==> config.mk <==
export PLATFORM = sky130hd
export DESIGN_NAME = mask_lighten_pixel
export DESIGN_NICKNAME = d
export VERILOG_FILES = /design/src/sv/mlp_pkg.sv /design/src/sv/mlp_lane.sv /design/src/sv/mlp_merge.sv /design/src/sv/mask_lighten_pixel.sv
export VERILOG_INCLUDE_DIRS = /design/src /design/src/sv
export SDC_FILE = /design/constraint.sdc
export NUM_CORES = 1
export LEC_CHECK = 0
export BUFFER_PORTS_ARGS = -buffer_cell sky130_fd_sc_hd__buf_2
export CAP_MARGIN = 25
export CORE_UTILIZATION = 35
export DETAILED_ROUTE_END_ITERATION = 16
export PLACE_DENSITY = 0.59
export SETUP_SLACK_MARGIN = 0.2
export SKIP_LAST_GASP = 1
export SYNTH_ARGS = -nofsm -noshare
export SYNTH_HDL_FRONTEND = slang
export SYNTH_SLANG_ARGS = --single-unit
export TNS_END_PERCENT = 20
==> constraint.sdc <==
create_clock -name clk -period 7.64 [get_ports clk]
set_input_delay 0.382 -clock clk [delete_from_list [all_inputs] [get_ports clk]]
set_output_delay 0.382 -clock clk [all_outputs]
set_load 0.02 [all_outputs]
==> src/sv/mask_lighten_pixel_defines.svh <==
// Assertion macros shared by the pixel-lightening RTL.
// No dependencies; included by the files that carry checks.
`ifndef MASK_LIGHTEN_PIXEL_DEFINES_SVH
`define MASK_LIGHTEN_PIXEL_DEFINES_SVH

// Same-cycle implication under synchronous reset.
`define MLP_ASSERT_NOW(label, clk, rst, ante, cons, msg) \
  label: assert property (@(posedge clk) disable iff (rst) (ante) |-> (cons)) \
    else $error(msg);

// Next-cycle implication under synchronous reset.
`define MLP_ASSERT_NEXT(label, clk, rst, ante, cons, msg) \
  label: assert property (@(posedge clk) disable iff (rst) (ante) |=> (cons)) \
    else $error(msg);

`endif

==> src/sv/mlp_pkg.sv <==
// Types and constants for the pixel-lightening block.
// No dependencies; imported by every module of the block.
package mlp_pkg;

  localparam int NUM_LANES = 6;

  localparam logic [1:0] FMT_555 = 2'd0;
  localparam logic [1:0] FMT_565 = 2'd1;
  localparam logic [1:0] FMT_24  = 2'd2;
  localparam logic [1:0] FMT_32  = 2'd3;

  localparam logic [1:0] FMT_RESET = FMT_32;

  localparam logic [8:0] ALP_BIAS       = 9'd64;
  localparam logic [7:0] CHAN_FORCE_LIM = 8'd250;
  localparam logic [7:0] MAX_5          = 8'h1F;
  localparam logic [7:0] MAX_6          = 8'h3F;
  localparam logic [7:0] MAX_8          = 8'hFF;

  localparam logic [15:0] WHITE_555 = 16'h7FFF;
  localparam logic [23:0] WHITE_888 = 24'hFFFFFF;

  localparam logic REG_FORMAT = 1'b0;

  typedef struct packed {
    logic [7:0] chan;
    logic [8:0] alp;
    logic [7:0] maxv;
    logic       force_full;
  } lane_in_t;

  typedef struct packed {
    logic [1:0]  fmt;
    logic        mask_zero;
    logic [31:0] word;
  } ctl_t;

endpackage

==> src/sv/mlp_lane.sv <==
// One channel lane: multiply by (mask+64), shift by 6, saturate to maxv; force_full with a channel above 250 gives 255.
// Depends on mlp_pkg.
module mlp_lane import mlp_pkg::*; (
  input  logic       clk,
  input  lane_in_t   lane_in,
  output logic [7:0] lane_out
);

  logic [16:0] prod;
  logic [10:0] scaled;
  logic [7:0]  lane_next;

  assign prod   = {9'd0, lane_in.chan} * {8'd0, lane_in.alp};
  assign scaled = prod[16:6];

  always_comb begin
    if (lane_in.force_full && (lane_in.chan > CHAN_FORCE_LIM)) begin
      lane_next = MAX_8;
    end else if (scaled > {3'd0, lane_in.maxv}) begin
      lane_next = lane_in.maxv;
    end else begin
      lane_next = scaled[7:0];
    end
  end

  always_ff @(posedge clk) begin
    lane_out <= lane_next;
  end

endmodule

==> src/sv/mlp_merge.sv <==
// Merge stage: packs lane results per format and applies the skip rules (none in 565 mode).
// Depends on mlp_pkg.
module mlp_merge import mlp_pkg::*; (
  input  logic                       clk,
  input  ctl_t                       ctl,
  input  logic [NUM_LANES-1:0][7:0]  lanes,
  output logic [31:0]                lit_word
);

  logic [31:0] word_next;
  logic        skip;

  always_comb begin
    skip      = 1'b0;
    word_next = ctl.word;
    unique case (ctl.fmt)
      FMT_555: begin
        skip = ctl.mask_zero || (ctl.word[15:0] == 16'd0) ||
               (ctl.word[15:0] == WHITE_555);
        if (skip) begin
          word_next = {16'd0, ctl.word[15:0]};
        end else begin
          word_next = {17'd0, lanes[2][7:3], lanes[1][7:3], lanes[0][7:3]};
        end
      end
      FMT_565: begin
        word_next = {lanes[5][4:0], lanes[4][5:0], lanes[3][4:0],
                     lanes[2][4:0], lanes[1][5:0], lanes[0][4:0]};
      end
      FMT_24: begin
        skip = ctl.mask_zero || (ctl.word[23:0] == 24'd0) ||
               (ctl.word[23:0] == WHITE_888);
        if (!skip) begin
          word_next = {ctl.word[31:24], lanes[2], lanes[1], lanes[0]};
        end
      end
      default: begin
        skip = ctl.mask_zero || (ctl.word == 32'd0) ||
               (ctl.word == {8'd0, WHITE_888});
        if (!skip) begin
          word_next = {8'd0, lanes[2], lanes[1], lanes[0]};
        end
      end
    endcase
  end

  always_ff @(posedge clk) begin
    lit_word <= word_next;
  end

endmodule

==> src/sv/mask_lighten_pixel.sv <==
// Top level of the pixel-lightening block: config register, lane fan-out.
// Depends on mlp_pkg, mlp_lane, mlp_merge and the assertion macro header.
`include "mask_lighten_pixel_defines.svh"

// Lightens one pixel word per transaction by an 8-bit light mask (in 565
// mode, mask_second for the high pixel). A transaction is taken at any clock
// edge with start high; busy is always low, so a new word may follow every
// cycle. The result for a word shows on lit_word with done high for exactly
// one cycle, after one register stage in the six channel lanes and one in
// the merge stage. The receiver cannot stall: sample lit_word whenever done
// is high. Results come out in the order the words went in. pixel_format is
// set through the APB port at addresses 0 to 3 (paddr[2] low) and may only
// change while no transaction is in flight; a transaction uses the format in
// force when it was taken.
module mask_lighten_pixel import mlp_pkg::*; (
  input  logic        clk,
  input  logic        rst,
  // command channel
  input  logic        start,
  output logic        busy,
  input  logic [7:0]  mask_first,
  input  logic [7:0]  mask_second,
  input  logic [31:0] pixel_word,
  // result strobe
  output logic        done,
  output logic [31:0] lit_word,
  // configuration
  input  logic        psel,
  input  logic        penable,
  input  logic        pwrite,
  input  logic [2:0]  paddr,
  input  logic [31:0] pwdata,
  output logic [31:0] prdata,
  output logic        pready
);

  logic [1:0] pixel_format;
  logic       cfg_wr;

  lane_in_t                   lane_in [NUM_LANES];
  logic [NUM_LANES-1:0][7:0]  lane_res;

  logic [8:0] alp_first;
  logic [8:0] alp_second;
  logic       accept;
  logic       s1_valid;
  ctl_t       s1_ctl;

  // No backpressure anywhere: take a word every cycle.
  assign busy   = 1'b0;
  assign accept = start && !busy;

  // APB register file: a single format register.
  assign pready = 1'b1;
  assign cfg_wr = psel && penable && pwrite && pready && (paddr[2] == REG_FORMAT);
  assign prdata = (paddr[2] == REG_FORMAT) ? {30'd0, pixel_format} : 32'd0;

  always_ff @(posedge clk) begin
    if (rst) begin
      pixel_format <= FMT_RESET;
    end else if (cfg_wr) begin
      pixel_format <= pwdata[1:0];
    end
  end

  assign alp_first  = {1'b0, mask_first} + ALP_BIAS;
  assign alp_second = {1'b0, mask_second} + ALP_BIAS;

  // Fan the word out to the lanes. Lanes 0..2 carry blue, green, red of the
  // pixel (low pixel in 565 mode); lanes 3..5 carry the high 565 pixel.
  always_comb begin
    for (int i = 0; i < NUM_LANES; i++) begin
      lane_in[i] = '{chan: 8'd0, alp: alp_first, maxv: MAX_8, force_full: 1'b1};
    end
    unique case (pixel_format)
      FMT_555: begin
        // widen 5-bit channels by replicating the top bits
        lane_in[0].chan = {pixel_word[4:0],   pixel_word[4:2]};
        lane_in[1].chan = {pixel_word[9:5],   pixel_word[9:7]};
        lane_in[2].chan = {pixel_word[14:10], pixel_word[14:12]};
      end
      FMT_565: begin
        lane_in[0] = '{chan: {3'd0, pixel_word[4:0]},   alp: alp_first,
                       maxv: MAX_5, force_full: 1'b0};
        lane_in[1] = '{chan: {2'd0, pixel_word[10:5]},  alp: alp_first,
                       maxv: MAX_6, force_full: 1'b0};
        lane_in[2] = '{chan: {3'd0, pixel_word[15:11]}, alp: alp_first,
                       maxv: MAX_5, force_full: 1'b0};
        lane_in[3] = '{chan: {3'd0, pixel_word[20:16]}, alp: alp_second,
                       maxv: MAX_5, force_full: 1'b0};
        lane_in[4] = '{chan: {2'd0, pixel_word[26:21]}, alp: alp_second,
                       maxv: MAX_6, force_full: 1'b0};
        lane_in[5] = '{chan: {3'd0, pixel_word[31:27]}, alp: alp_second,
                       maxv: MAX_5, force_full: 1'b0};
      end
      default: begin
        lane_in[0].chan = pixel_word[7:0];
        lane_in[1].chan = pixel_word[15:8];
        lane_in[2].chan = pixel_word[23:16];
      end
    endcase
  end

  for (genvar g = 0; g < NUM_LANES; g++) begin : g_lane
    mlp_lane u_lane (
      .clk      (clk),
      .lane_in  (lane_in[g]),
      .lane_out (lane_res[g])
    );
  end

  // Hold the raw word and format beside the lane results for the merge.
  always_ff @(posedge clk) begin
    s1_ctl.fmt       <= pixel_format;
    s1_ctl.mask_zero <= (mask_first == 8'd0);
    s1_ctl.word      <= pixel_word;
  end

  always_ff @(posedge clk) begin
    if (rst) begin
      s1_valid <= 1'b0;
      done     <= 1'b0;
    end else begin
      s1_valid <= accept;
      done     <= s1_valid;
    end
  end

  mlp_merge u_merge (
    .clk      (clk),
    .ctl      (s1_ctl),
    .lanes    (lane_res),
    .lit_word (lit_word)
  );

  `MLP_ASSERT_NEXT(a_done_follows, clk, rst, s1_valid, done, "done did not follow lane stage")
  `MLP_ASSERT_NOW(a_done_source, clk, rst, done, $past(s1_valid), "done without a transaction")
  `MLP_ASSERT_NEXT(a_555_high_zero, clk, rst, s1_valid && (s1_ctl.fmt == FMT_555),
                   lit_word[31:16] == 16'd0, "555 result has high bits set")
  `MLP_ASSERT_NEXT(a_32_skip_pass, clk, rst,
                   s1_valid && s1_ctl.mask_zero && (s1_ctl.fmt == FMT_32),
                   lit_word == $past(s1_ctl.word), "zero mask did not pass word through")

endmodule
==> flow_metrics.py <==
metrics = {
    "finish": {
        "final_nets": 2497,
        "layout_commonest_cell": "inv_1",
        "final_cell_mix": "inv_1, ha_1, fa_1",
        "areaGrowthSynthToFinish_pct": 9.189,
        "drive_above_1_share_pct": 9.647,
    },
    "yosys": {
        "synth_edf_count": 0,
        "synth_area_um2": 16880,
        "yosysWarnings": 0,
        "ys.flop_type": "dfxtp_1",
        "synth_cell_types": 83,
        "syn_avg_cell_area_um2": 8.707,
        "synth_cells": 1939,
        "synth-seq-cells": 111,
        "yosysSeqAreaShare_pct": 13.16,
        "synthArstFlopShare_pct": 0,
    },
    "floorplan": {
        "dieHeight_um": 221.6,
        "pin_count": 156,
        "rows": 80,
        "coreArea_um2": 47650,
        "die-width_um": 221.6,
        "initial_utilization_pct": 35.44,
        "die-area_um2": 49120,
    },
    "critical_path": {
        "cp-start-kind": "flip-flop",
        "crit_family": "adder cells",
        "crit_buf_inv": 5,
        "arrival_ps": 7440,
        "cp_slowest_stage_delay_ps": 540,
        "path_max_fanout": 12,
        "crit_start": "pixel_format[0]",
        "worstPathRequired_ps": 7890,
        "rr_startpoint": "pixel_format[0]",
        "cp_num_cells": 28,
        "crit_type": "flip-flop to flip-flop",
        "rr_endpoint": "g_lane[2].u_lane.lane_out[7]",
        "r2r_slack_ps": 440,
        "cp-endpoint": "g_lane[2].u_lane.lane_out[7]",
        "worst_r2r_path_depth": 28,
        "crit_slowest_cell": "fa_1",
        "critPathCaptureType": "flip-flop",
    },
    "routing": {
        "wl_met1_um": 21240,
        "vias": 13780,
        "wl_um": 44740,
        "met2_length_um": 20890,
        "routed-wl-met3_um": 1949,
        "avgRoutedWirePerCell_um": 17.03,
        "ant_nets": 0,
        "dr.pass1.iters": 5,
        "drc": 0,
        "routed.top_layer": "met5",
        "dr.first_iter.drc_count": 907,
        "drt-vias-per-instance": 5.246,
    },
    "clock_tree": {
        "cts_tree": "yes",
        "clock_sinks": 111,
        "numCtsBuffers": 9,
        "clk_path_buf_depth": 2,
        "cts_max_level": 3,
        "worstSkewPairLatency_ps": 390,
        "clk_pin_slew_ps": 100,
        "cts_hold_buf": 0,
        "cts_root_buf": "clkbuf_16",
    },
    "global_routing": {
        "grt_usage_pct": 18.45,
        "grt-ovfl-total": 0,
        "antenna_found_initial": 3,
        "grt_pass1_wl_um": 73370,
        "first_global_vias": 14070,
        "grt_max_degree": 150,
    },
    "run_status": {
        "status": "completed",
    },
    "job": {
        "cap_violations": 0,
    },
    "timing": {
        "max_slew_margin_pct": 44.08,
        "rsz0062_at_grt": "yes",
        "setup_violations": 0,
        "worst_clock_skew_ps": 25.33,
        "slew_violations": 0,
        "fin_crit_ps": 7196,
        "worstMarginPinSlew_ps": 838.9,
        "fmax_mhz": 139.0,
        "final-hold-violation-count": 0,
        "setup_tns_ps": 0,
        "fin_crit_sh_pct": 94.19,
        "worst_slack_ps": 444.0,
    },
    "power_and_ir_drop": {
        "ir_worst_vdd_mv": 0.1291,
        "p_leak_nw": 9.677,
        "p_per_area_nw_per_um2": 212.4,
    },
    "placement": {
        "portBuffers": 91,
        "gp_congestion": 0.8817,
        "place_ws_ps": 133.1,
        "dp_hpwl_um": 35270,
    },
    "min_path": {
        "hold_class": "input pin to flip-flop",
    },
}
[per-stage QoR]
step           power (W)  instance area, µm²  instances  hold WS [ps]  utilization [%]
3_3_place_gp    0.003358               18040       2606         425.8            37.86
3_5_place_dp    0.003398               18040       2606         439.5            37.86
5_1_grt         0.004302               18430       2626         176.6            38.69
6_report        0.003916               18440       2627         189.6            38.69
2_1_floorplan   0.002745               17000       1969         355.1                -
4_1_cts         0.003916               18350       2622         174.1            38.51
[cell usage after synthesis (all sizes together) (4+ instances only)]
cell	count	share of area (%)
and2	68	2.5
a32o	8	0.47
ha	209	15
nand4b	5	0.26
xor2	23	1.2
and3	89	3.3
o21ai	40	1.2
o22ai	7	0.30
nand3	55	1.6
nor2b	100	3.7
o21a	11	0.49
nor2	79	1.8
o31a	4	0.21
and4	5	0.26
nand3b	11	0.49
or4	8	0.36
o211ai	7	0.34
o31ai	6	0.30
o221a	5	0.33
nand4	15	0.56
a21oi	68	2.1
inv	298	6.6
clkbuf	67	1.5
or3	19	0.70
mux2	4	0.27
a211o	5	0.26
buf	47	1.9
dfxtp	111	13
o221ai	5	0.26
xnor2	22	1.1
mux2i	70	4.1
fa	193	23
nor3	21	0.62
o2111ai	4	0.21
nand2	105	2.3
a21boi	4	0.24
a21o	23	1.0
a211oi	12	0.56
o2bb2ai	9	0.47
a22o	5	0.26
nand2b	24	0.89
a31oi	9	0.33
nor4	18	0.76
[area by class of cell]
class,instances,area [µm²]
fill,4866,29210
clock inverter,7,85.08
antenna,1,2.502
inverter,299,1122
multi-input combinational,1445,13120
sequential,111,2231
timing repair buffer,140,878.3
tap,615,769.5
clock buffer,9,225.2
[timing repair]
item	4_1_cts	5_1_grt
endpoints found under the setup margin	15	24
buffers inserted	0	3
gates resized for setup	1	11
cloned	0	1
pin swaps	0	2
[power by group]
group	switching [W]	internal, W
Clock	0.000266	0.000236
Sequential	0.0000968	0.000709
Combinational	0.00152	0.00109
Total	0.00188	0.00204
[worst min-delay path by stage]
stage | startpoint | endpoint | slack (ps) | depth (start not counted)
5_1_grt | pixel_word[1] | s1_ctl[1] | 180 | 1
3_3_place_gp | s1_valid | done | 430 | 1
3_5_place_dp | g_lane[5].u_lane.lane_out[4] | u_merge.lit_word[31] | 440 | 1
2_1_floorplan | pixel_format[1] | s1_ctl[34] | 360 | 0
4_1_cts | pixel_word[1] | s1_ctl[1] | 170 | 1
6_report | rst | s1_valid | 190 | 2
[cells by family after synthesis]
family | after synthesis | share of synthesized area, %
AOI/OAI and AO/OA | 260 | 10.93
xor gates and xnor gates | 45 | 2.334
adders and majority gates | 402 | 38.37
buffers and inverters | 413 | 10.07
DFF | 111 | 13.16
muxes | 74 | 4.417
other | 2 | 0.04448
and+or+nand+nor | 632 | 20.67
[routing by layer]
metal  up-vias  global-route usage, %
met3        43                  2.677
li1       6553                      -
met4         2                  4.368
met2       342                  30.49
met5         -                      0
met1      6842                  25.30
[sequential cells by signal (all words and copies together) (netlist names)]
signal                  cells
done                        1
g_lane.u_lane.lane_out     40
pixel_format                2
s1_ctl                     35
s1_valid                    1
u_merge.lit_word           32
(Power assumes the default switching activity.)
